### src/hw/rtl/asc_pkg.sv
// constants, types and keyword table for the assembler symbol classifier
`default_nettype none
package asc_pkg;

   localparam int KwCount  = 8;
   localparam int KwMaxLen = 7;
   localparam int PosWidth = 5;
   localparam int LenWidth = 5;

   localparam logic [PosWidth-1:0] PosMax       = '1;
   localparam logic [LenWidth-1:0] MaxLenReset  = 5'd6;
   localparam logic [7:0]          CharTerm     = 8'h00;
   localparam logic [7:0]          CharUpperA   = 8'd65;
   localparam logic [7:0]          CharUpperZ   = 8'd90;

   localparam int CsrAddrWidth = 2;
   localparam int CsrDataWidth = 32;
   localparam logic [CsrAddrWidth-1:0] CsrAddrMaxLen = 2'd0;

   typedef enum logic [3:0] {
      VERDICT_INVALID = 4'd0,
      VERDICT_SYMBOL  = 4'd1,
      VERDICT_BYTE    = 4'd2,
      VERDICT_END     = 4'd3,
      VERDICT_EXPORTS = 4'd4,
      VERDICT_RESB    = 4'd5,
      VERDICT_RESR    = 4'd6,
      VERDICT_RESW    = 4'd7,
      VERDICT_START   = 4'd8,
      VERDICT_WORD    = 4'd9
   } verdict_type;

   typedef struct packed {
      logic       accept;
      logic [7:0] symbol_char;
   } char_word_type;

   localparam logic [7:0] KwText [KwCount][KwMaxLen] = '{
      '{"B", "Y", "T", "E", 8'h00, 8'h00, 8'h00},
      '{"E", "N", "D", 8'h00, 8'h00, 8'h00, 8'h00},
      '{"E", "X", "P", "O", "R", "T", "S"},
      '{"R", "E", "S", "B", 8'h00, 8'h00, 8'h00},
      '{"R", "E", "S", "R", 8'h00, 8'h00, 8'h00},
      '{"R", "E", "S", "W", 8'h00, 8'h00, 8'h00},
      '{"S", "T", "A", "R", "T", 8'h00, 8'h00},
      '{"W", "O", "R", "D", 8'h00, 8'h00, 8'h00}
   };

   localparam logic [PosWidth-1:0] KwLen [KwCount] = '{
      5'd4, 5'd3, 5'd7, 5'd4, 5'd4, 5'd4, 5'd5, 5'd4
   };

endpackage
`default_nettype wire

### src/hw/rtl/asc_if.sv
// valid/ready channel interfaces for label characters and verdicts
`default_nettype none
interface asc_req_if;
   logic       valid;
   logic       ready;
   logic [7:0] symbol_char;

   modport source (output valid, output symbol_char, input ready);
   modport sink (input valid, input symbol_char, output ready);
endinterface

interface asc_rsp_if;
   logic       valid;
   logic       ready;
   logic [3:0] verdict;

   modport source (output valid, output verdict, input ready);
   modport sink (input valid, input verdict, output ready);
endinterface
`default_nettype wire

### src/hw/rtl/assembler_symbol_classifier.sv
// top level of the assembler symbol classifier
// usage:
//   req_chan carries one label character per word; a zero byte ends the label.
//   rsp_chan carries one verdict word per label, issued for the terminator:
//   0 invalid, 1 valid symbol, 2..9 the directives BYTE END EXPORTS RESB RESR
//   RESW START WORD.
//   csr_* is an apb write/read port; register 0 holds max_symbol_length.
//   throughput: one character per cycle while rsp_chan is not stalled, set by the single label state update.
//   the verdict appears in the result register in the cycle after the
//   terminator is accepted.
//   a stalled rsp_chan holds the verdict and stops req_chan until the verdict
//   word is taken; req_chan is ready again in the cycle the verdict leaves.
//   reset clears the label state, empties the result register and sets
//   max_symbol_length to 6.
`default_nettype none
module assembler_symbol_classifier (
   input  wire                                  clock,
   input  wire                                  reset,
   asc_req_if.sink                              req_chan,
   asc_rsp_if.source                            rsp_chan,
   input  wire                                  csr_psel,
   input  wire                                  csr_penable,
   input  wire                                  csr_pwrite,
   input  wire  [asc_pkg::CsrAddrWidth-1:0]     csr_paddr,
   input  wire  [asc_pkg::CsrDataWidth-1:0]     csr_pwdata,
   output logic [asc_pkg::CsrDataWidth-1:0]     csr_prdata,
   output logic                                 csr_pready
);
   import asc_pkg::*;

   logic [LenWidth-1:0] max_len_ff, max_len_in;
   logic                rsp_valid_ff, rsp_valid_in;
   verdict_type         rsp_verdict_ff, rsp_verdict_in;
   verdict_type         verdict;
   char_word_type       char_word;
   logic                req_ready;
   logic                accept;
   logic                csr_write;

   assign req_ready      = !rsp_valid_ff || rsp_chan.ready;
   assign req_chan.ready = req_ready;
   assign accept         = req_chan.valid && req_ready;

   assign char_word.accept      = accept;
   assign char_word.symbol_char = req_chan.symbol_char;

   asc_label_tracker u_tracker (
      .clock     (clock),
      .reset     (reset),
      .char_word (char_word),
      .max_len   (max_len_ff),
      .verdict   (verdict)
   );

   assign csr_pready = 1'b1;
   assign csr_write  = csr_psel && csr_penable && csr_pwrite && csr_pready;
   assign csr_prdata = (csr_paddr == CsrAddrMaxLen) ?
                       {{(CsrDataWidth-LenWidth){1'b0}}, max_len_ff} : '0;

   always_comb begin
      max_len_in = max_len_ff;
      if (csr_write && csr_paddr == CsrAddrMaxLen) begin
         max_len_in = csr_pwdata[LenWidth-1:0];
      end
   end

   always_comb begin
      rsp_valid_in   = rsp_valid_ff;
      rsp_verdict_in = rsp_verdict_ff;
      if (rsp_valid_ff && rsp_chan.ready) begin
         rsp_valid_in = 1'b0;
      end
      if (accept && req_chan.symbol_char == CharTerm) begin
         rsp_valid_in   = 1'b1;
         rsp_verdict_in = verdict;
      end
   end

   always_ff @(posedge clock) begin
      if (reset) begin
         max_len_ff   <= MaxLenReset;
         rsp_valid_ff <= 1'b0;
      end else begin
         max_len_ff   <= max_len_in;
         rsp_valid_ff <= rsp_valid_in;
      end
   end

   always_ff @(posedge clock) begin
      rsp_verdict_ff <= rsp_verdict_in;
   end

   assign rsp_chan.valid   = rsp_valid_ff;
   assign rsp_chan.verdict = rsp_verdict_ff;

endmodule
`default_nettype wire

### src/hw/rtl/asc_label_tracker.sv
// per-label state: length, bad first char, forbidden chars, keyword prefix match
`default_nettype none
module asc_label_tracker (
   input  wire                                   clock,
   input  wire                                   reset,
   input  asc_pkg::char_word_type                char_word,
   input  wire  [asc_pkg::LenWidth-1:0]          max_len,
   output asc_pkg::verdict_type                  verdict
);
   import asc_pkg::*;

   logic [PosWidth-1:0] pos_ff, pos_in;
   logic                first_bad_ff, first_bad_in;
   logic                forbidden_ff, forbidden_in;
   logic [KwCount-1:0]  prefix_ff, prefix_in;

   logic [7:0]          c;
   logic                is_term;
   logic                is_forbidden;

   assign c       = char_word.symbol_char;
   assign is_term = (c == CharTerm);

   always_comb begin
      is_forbidden = c inside {8'd32, 8'd33, 8'd36, 8'd40, 8'd41, 8'd43, 8'd45, 8'd61, 8'd64};
   end

   always_comb begin
      pos_in       = pos_ff;
      first_bad_in = first_bad_ff;
      forbidden_in = forbidden_ff;
      prefix_in    = prefix_ff;
      if (char_word.accept) begin
         if (is_term) begin
            pos_in       = '0;
            first_bad_in = 1'b0;
            forbidden_in = 1'b0;
            prefix_in    = '1;
         end else begin
            if (pos_ff == '0 && !(c inside {[CharUpperA:CharUpperZ]})) begin
               first_bad_in = 1'b1;
            end
            if (is_forbidden) begin
               forbidden_in = 1'b1;
            end
            for (int k = 0; k < KwCount; k++) begin
               if (!(pos_ff < KwLen[k] && KwText[k][pos_ff[2:0]] == c)) begin
                  prefix_in[k] = 1'b0;
               end
            end
            if (pos_ff != PosMax) begin
               pos_in = pos_ff + 1'b1;
            end
         end
      end
   end

   always_comb begin
      logic found;
      found   = 1'b0;
      verdict = VERDICT_INVALID;
      for (int k = 0; k < KwCount; k++) begin
         if (!found && prefix_ff[k] && pos_ff == KwLen[k]) begin
            verdict = verdict_type'(4'(VERDICT_BYTE) + 4'(k));
            found   = 1'b1;
         end
      end
      if (!found && pos_ff != '0 && !first_bad_ff && !forbidden_ff && pos_ff <= max_len) begin
         verdict = VERDICT_SYMBOL;
      end
   end

   always_ff @(posedge clock) begin
      if (reset) begin
         pos_ff       <= '0;
         first_bad_ff <= 1'b0;
         forbidden_ff <= 1'b0;
         prefix_ff    <= '1;
      end else begin
         pos_ff       <= pos_in;
         first_bad_ff <= first_bad_in;
         forbidden_ff <= forbidden_in;
         prefix_ff    <= prefix_in;
      end
   end

endmodule
`default_nettype wire
### src/flat_wrapper.sv
// flat-port wrapper written by rule: the top's interface ports become plain ports
module assembler_symbol_classifier_flat import asc_pkg::*;
  (clock, reset, csr_psel, csr_penable, csr_pwrite, csr_paddr, csr_pwdata, csr_prdata, csr_pready, req_chan_valid, req_chan_symbol_char, req_chan_ready, rsp_chan_valid, rsp_chan_verdict, rsp_chan_ready);
  asc_req_if req_chan_i ();
  asc_rsp_if rsp_chan_i ();
  input  wire clock;
  input  wire reset;
  input  wire csr_psel;
  input  wire csr_penable;
  input  wire csr_pwrite;
  input  wire  [asc_pkg::CsrAddrWidth-1:0] csr_paddr;
  input  wire  [asc_pkg::CsrDataWidth-1:0] csr_pwdata;
  output logic [asc_pkg::CsrDataWidth-1:0] csr_prdata;
  output logic csr_pready;
  input wire logic [$bits(req_chan_i.valid)-1:0] req_chan_valid;
  input wire logic [$bits(req_chan_i.symbol_char)-1:0] req_chan_symbol_char;
  output wire logic [$bits(req_chan_i.ready)-1:0] req_chan_ready;
  output wire logic [$bits(rsp_chan_i.valid)-1:0] rsp_chan_valid;
  output wire logic [$bits(rsp_chan_i.verdict)-1:0] rsp_chan_verdict;
  input wire logic [$bits(rsp_chan_i.ready)-1:0] rsp_chan_ready;
  assign req_chan_i.valid = req_chan_valid;
  assign req_chan_i.symbol_char = req_chan_symbol_char;
  assign req_chan_ready = req_chan_i.ready;
  assign rsp_chan_valid = rsp_chan_i.valid;
  assign rsp_chan_verdict = rsp_chan_i.verdict;
  assign rsp_chan_i.ready = rsp_chan_ready;
  assembler_symbol_classifier u_core (.clock(clock), .reset(reset), .req_chan(req_chan_i), .rsp_chan(rsp_chan_i), .csr_psel(csr_psel), .csr_penable(csr_penable), .csr_pwrite(csr_pwrite), .csr_paddr(csr_paddr), .csr_pwdata(csr_pwdata), .csr_prdata(csr_prdata), .csr_pready(csr_pready));
endmodule
### config.mk
export PLATFORM = sky130hd
export DESIGN_NAME = assembler_symbol_classifier_flat
export DESIGN_NICKNAME = d
export VERILOG_FILES = /design/src/hw/rtl/asc_pkg.sv /design/src/hw/rtl/asc_if.sv /design/src/hw/rtl/assembler_symbol_classifier.sv /design/src/hw/rtl/asc_label_tracker.sv /design/src/flat_wrapper.sv
export SDC_FILE = /design/constraint.sdc
export NUM_CORES = 1
export LEC_CHECK = 0
export ABC_AREA = 1
export CELL_PAD_IN_SITES_DETAIL_PLACEMENT = 0
export CELL_PAD_IN_SITES_GLOBAL_PLACEMENT = 2
export CORE_ASPECT_RATIO = 0.5
export CORE_MARGIN = 3
export CORE_UTILIZATION = 33
export CTS_BUF_LIST = sky130_fd_sc_hd__clkbuf_16
export CTS_CLUSTER_DIAMETER = 60
export DETAILED_ROUTE_END_ITERATION = 8
export DONT_BUFFER_PORTS = 1
export PLACE_DENSITY_LB_ADDON = 0.15
export SYNTH_ARGS = -nofsm -noshare
export SYNTH_HDL_FRONTEND = slang
export SYNTH_HIERARCHICAL = 1
export SYNTH_SLANG_ARGS = --single-unit
### constraint.sdc
create_clock -name clock -period 2.5 [get_ports clock]
set_input_delay 0.5 -clock clock [delete_from_list [all_inputs] [get_ports clock]]
set_output_delay 0.5 -clock clock [all_outputs]
set_load 0.05 [all_outputs]
==> run metrics, run 1 <==
status complete, no violations; htree depth 1; share of the synthesized area in the top cell type 17.74%; Critical Path AT 2.15 ns; GP Congestion 0.8703; Compound-Gate Fraction of Synth Area 9.398%; core area 6832 um2; r2r setup slk 0.55 ns; I/O pin cnt 88; Req. time, crit path 2.71 ns; EDFF count, synth 4; minimum clock period 1.946 ns; die height 65.92 um; distinct cell type count after synthesis 32; reg-to-reg endpoint u_core/u_tracker/prefix_ff[2]; Syn Inst Count 362; vias in the first global route 1978; Power Density 451.9 nW/um2; met2 WL 2491 um; DRC violations left 0; Worst Setup EP u_core/u_tracker/prefix_ff[2]; Post-synth ARST share 0%; Rows 21; Post-layout nets 431; Clock Pin Slew Worst Setup and Hold Paths 0.06 ns; area leader, netlist dfxtp_1; # setup viols final 0; r2r startpoint u_core/u_tracker/pos_ff[1]; GRT Total Usage 15.30%; Worst-Skew Late Latency 0.26 ns; Register Area 540.5 um2; post-detail-place hpwl 5036 um; Clock Sinks 25; Most used DFF post-synth dfxtp_1; simple-gate area share of the yosys netlist 35.32%; Diodes inserted 0; vias per cell 4.563; Synth area leaders dfxtp_1 18%, nand2_1 13%, buf_4 8.9%; area of the multi-input gates 1459 um2; unrepaired setup endpoints after global routing false; mux cell area share after synthesis 0%; Pins Over Slew Limit 0; Mean Syn Cell Area 6.546 um2; CTS tree done; Setup crit end kind flop; fraction of layout cells with a size suffix above 1 12.50%; static leakage 1.285 nW; Total Power 1.117 mW; worst hold path class in2reg; Cell Area, Synth 2370 um2; Starting Density 34.69%; commonest cells in the netlist 84 x nand2_1, 39 x inv_1, 39 x nor2_1; die width 125.8 um; sequential element share of the synthesized area 22.81%; initial antenna violation count 0; DRT met1 WL 3214 um; post-CTS resize count 0; largest net degree at the start of global routing 15; xor/xnor share of the synthesized area 5.544%; depth of the most critical reg-to-reg path 11; postcts setup bufs 0; Clock Skew 0.001914 ns; antenna viol nets, final 0; Highest Signal Layer met4; post-route setup TNS 0 ns; Post-Route WL 6118 um; Worst slew margin 56.45%; total grt overflow 0; synth-to-layout area growth 4.329%; worst vdd ir 0.0002336 V; Fmax 513.9 MHz; IO buf count 0; Seq cells post-synth 25; Met3 Routed Length 365 um; final period utilization 77.83%; number of max-cap violations 0; DRT Pass-1 Iters 4; final hold vios 0; DR WL/cell 13.30 um; clk buf depth 2; fillers 750; hold buffer count at cts 0; crit path max fanout 5; clock root cell clkbuf_16; Via Count 2099; Ys Warns 6; crit path kind reg2reg; initial DRC count 159; CTS Buf Count 3; Die ar. 8295 um2; Worst-Margin Slew 0.6524 ns; first-pass GRT wire length 10190 um; most frequent cell after synthesis nand2_1; largest family of logic cells by synthesized area simple AND/OR/NAND/NOR gates; Post-Synth Adder-Cell Area 6.864%; startpoint types flop; Critical Path Start u_core/u_tracker/pos_ff[1]
worst max-delay path: stages (launching register included):
cell	delay, ns
dfxtp_1	0.45
inv_1	0.18
ha_1	0.38
nor2_2	0.23
inv_1	0.12
nand3_1	0.08
nand2_1	0.05
nor2_1	0.12
nand3_1	0.11
nand2_1	0.08
nand2_1	0.05
nand2_1	0.05
cell type report:
class,instances,area share [%]
multi-input combinational,278,59.01
clock buffer,3,3.036
tap,92,4.656
timing repair buffer,10,3.036
clock inverter,1,0.2024
inverter,51,8.198
sequential,25,21.86
per-stage QoR:
stage	hold slack (ns)	instances	instance area, um2	setup WS, ns	utilization [%]
floorplan	0.4187	388	2467	0.7146	-
global placement	0.4307	456	2392	0.5857	35.02
detailed placement	0.4341	456	2392	0.5767	35.02
CTS	0.2958	460	2472	0.5634	36.19
global route	0.2947	460	2472	0.3685	36.19
finish	0.3002	460	2472	0.5543	36.19
worst min-delay path by stage:
stage                                  startpoint                             to  slack [ns]  cells after the start
floorplan           u_core/u_tracker/prefix_ff[2]  u_core/u_tracker/prefix_ff[2]        0.42                      2
global placement    u_core/u_tracker/prefix_ff[0]  u_core/u_tracker/prefix_ff[0]        0.43                      2
detailed placement  u_core/u_tracker/prefix_ff[6]  u_core/u_tracker/prefix_ff[6]        0.43                      2
CTS                                         reset     u_core/u_tracker/pos_ff[2]        0.30                      1
global route                                reset          u_core/rsp_chan.valid        0.29                      1
finish                                      reset     u_core/u_tracker/pos_ff[2]        0.30                      1
cells in the final DEF, fill, tap and decap left out, drive strengths merged:
cell type,Yosys,layout
o21ai,18,18
nand4,10,10
nor3,7,7
nand3b,1,1
nor2,49,49
edfxtp,4,4
clkinv,1,2
clkbuf,0,3
a31oi,1,1
conb,2,28
ha,13,13
buf,34,10
a21oi,14,14
inv,50,50
nand2,91,91
xnor2,1,1
o211ai,7,7
xor2,14,14
nand3,24,24
dfxtp,21,21
logic make-up after synthesis:
kind of cell             count (synthesis)
other                                    2
AND/OR/NAND/NOR                        182
adder cells (fa/ha/maj)                 13
buffers and inverters                   85
flip-flops                              25
XOR/XNOR                                15
AO/OA/AOI/OAI                           40
per-layer routing:
metal  vias up  global-route usage [%]
met2        63                   24.27
met5         -                       0
met3         4                   1.613
met1       918                   22.48
met4         0                   3.209
li1       1114                       -
sequential cells by signal, summed over array words and instances, names as in the netlist:
register and flops:
u_core/u_tracker/first_bad_ff 1, u_core/u_tracker/pos_ff 5, u_core/u_tracker/forbidden_ff 1, u_core/max_len_ff 5, u_core/rsp_chan.valid 1, u_core/rsp_chan.verdict 4, u_core/u_tracker/prefix_ff 8
where the power goes:
part	total (mW)	internal, mW	switching, mW
clock network	0.356	0.216	0.141
logic	0.324	0.0810	0.243
registers	0.436	0.425	0.0119
No activity file was read; power rests on OpenSTA's default activity.
==> run 2, diff against run 1 <==
clock period = 2.05 ns   (was 2.5 ns; I/O delays follow)
==> run 2 against run 1 <==
Effect of this change:
- clock skew up 0.0085 ns
- routed wire length down 0.36%
- global-route usage about the same
- via count down 0.57%
- combinational power up 23%
- design area up 0.96%
- core utilization up 0.35 points
- hold slack worse by 0.097 ns
- critical path depth unchanged
- worst setup slack worse by 0.37 ns
- non-clock buffer count up 3
- maximum frequency up 4.3%
- critical path type unchanged
- largest power group unchanged
==> run metrics, run 2 (same netlist as run 1, synthesis figures left out) <==
vias per cell 4.508 (-1.2%); DRC violations left 0 (unchanged); startpoint types flop; Clock Skew 0.01037 ns (+0.008458 ns); final hold vios 0 (unchanged); max incr delay on CP 0.44 ns (about the same); Post-layout nets 434 (+0.70%); worst hold path class in2reg; Starting Density 34.69% (unchanged); max FFs per register 8 (unchanged); antenna viol nets, final 0 (unchanged); post-CTS resize count 0 (unchanged); most frequent cells in the layout 84 x nand2_1, 39 x nor2_1, 39 x inv_1; clk buf depth 2 (unchanged); # setup viols final 0 (unchanged); I/O pin cnt 88 (unchanged); crit path buf inv count 2 (unchanged); largest net degree at the start of global routing 16 (+1); first-pass GRT wire length 10080 um (-1.1%); CTS Buf Count 3 (unchanged); worst vdd ir 0.0004077 V (+75%); number of max-cap violations 0 (unchanged); post-route setup TNS 0 ns (unchanged); Largest Register u_core/u_tracker/prefix_ff; Post-Route WL 6096 um (-0.36%); crit path kind reg2reg; initial DRC count 182 (+14%); hold buffer count at cts 0 (unchanged); Pins Over Slew Limit 0 (unchanged); most frequent CP cell nand2_1; unrepaired setup endpoints after global routing false; total grt overflow 0 (unchanged); largest registers u_core/u_tracker/prefix_ff (8), u_core/max_len_ff (5), u_core/u_tracker/pos_ff (5); initial antenna violation count 0 (unchanged); htree depth 1 (unchanged); crit path max fanout 5 (unchanged); Fmax 536.0 MHz (+4.3%); Req. time, crit path 2.26 ns (-0.45 ns); synth-to-layout area growth 5.332%; status complete, no violations; GP Congestion 0.8611 (-1.1%); GRT Total Usage 15.29% (-0.017 points); vias in the first global route 1998 (+1.0%); IO buf count 0 (unchanged); postcts setup bufs 0 (unchanged); Clock Pin Slew Worst Setup and Hold Paths 0.07 ns (about the same); die height 65.92 um (unchanged); crit path max-delay cell type dfxtp_1; die width 125.8 um (unchanged); Die ar. 8295 um2 (unchanged); CTS tree done; fin util 36.54% (+0.35 points); Diodes inserted 0 (unchanged); Rows 21 (unchanged); minimum clock period 1.866 ns (-0.08012 ns); post-detail-place hpwl 5040 um (about the same); Setup crit end kind flop; Critical Path AT 2.08 ns (-0.07 ns); Via Count 2087 (-0.57%); Clock Sinks 25 (unchanged); final period utilization 91.01% (+13 points); DR WL/cell 13.17 um (-1.0%); clock root cell clkbuf_16; Power Density 552.5 nW/um2 (+22%); fraction of layout cells with a size suffix above 1 13.21% (+0.71 points); core area 6832 um2 (unchanged); critical path cell sequence inv_1 > ha_1 > nor2_2 > inv_1 > nand3_1 > nand2_1 > nor2_1 > nand3_1 > nand2_1 > nand2_1 > nand2_1; commonest non-fill, non-tap cell in the layout nand2_1; Worst-Skew Late Latency 0.27 ns (about the same); DRT Pass-1 Iters 4 (unchanged); CP top delay family simple AND/OR/NAND/NOR gates; static leakage 1.299 nW (+1.1%)
run 2: through the flow:
stage	instances	setup slack (ns)	instance area, um2	power (mW)	hold slack [ns]
after global routing	463	0.005002	2496	1.452	0.1936
final	463	0.1844	2496	1.379	0.2035
after detailed placement	459	0.2264	2415	0.9397	0.4349
after floorplan	388	0.3019	2467	0.9224	0.4187
after CTS	463	0.2018	2496	1.396	0.1959
after global placement	459	0.2329	2415	0.9397	0.4324
run 2: area by class of cell:
type | count | area, um2
well taps | 92 | 115.1
clock inverters | 1 | 6.256
multi-input cells | 278 | 1459
flip-flops and latches | 25 | 540.5
inverters | 51 | 202.7
clock buffers | 3 | 75.07
repair buffers | 13 | 97.59
fillers | 748 | 4335
run 2: final timing paths:
| path | to | cells past startpoint | from | slack [ns] |
|---|---|---|---|---|
| hold reg to reg | u_core/u_tracker/prefix_ff[0] | 2 | u_core/u_tracker/prefix_ff[0] | 0.45 |
| hold / removal | u_core/u_tracker/pos_ff[2] | 1 | reset | 0.20 |
| setup / recovery | u_core/u_tracker/prefix_ff[2] | 11 | u_core/u_tracker/pos_ff[1] | 0.18 |
| setup reg to reg | u_core/u_tracker/prefix_ff[2] | 11 | u_core/u_tracker/pos_ff[1] | 0.18 |
run 2: power breakdown:
part | switching [mW] | internal [mW] | total, mW | leakage, nW
combinational | 0.296 | 0.103 | 0.398 | 1.04
clock | 0.184 | 0.266 | 0.450 | 0.0414
sequential | 0.0140 | 0.517 | 0.531 | 0.215
run 2: layer usage:
layer	track usage, %	share of wire, %	vias to the layer above	wire [um]
li1	-	-	1114	-
met1	21.47	52	897	3151
met2	25.07	41	74	2479
met3	2.500	7.5	2	455
met4	2.807	0.16	0	10
met5	0	0	-	0
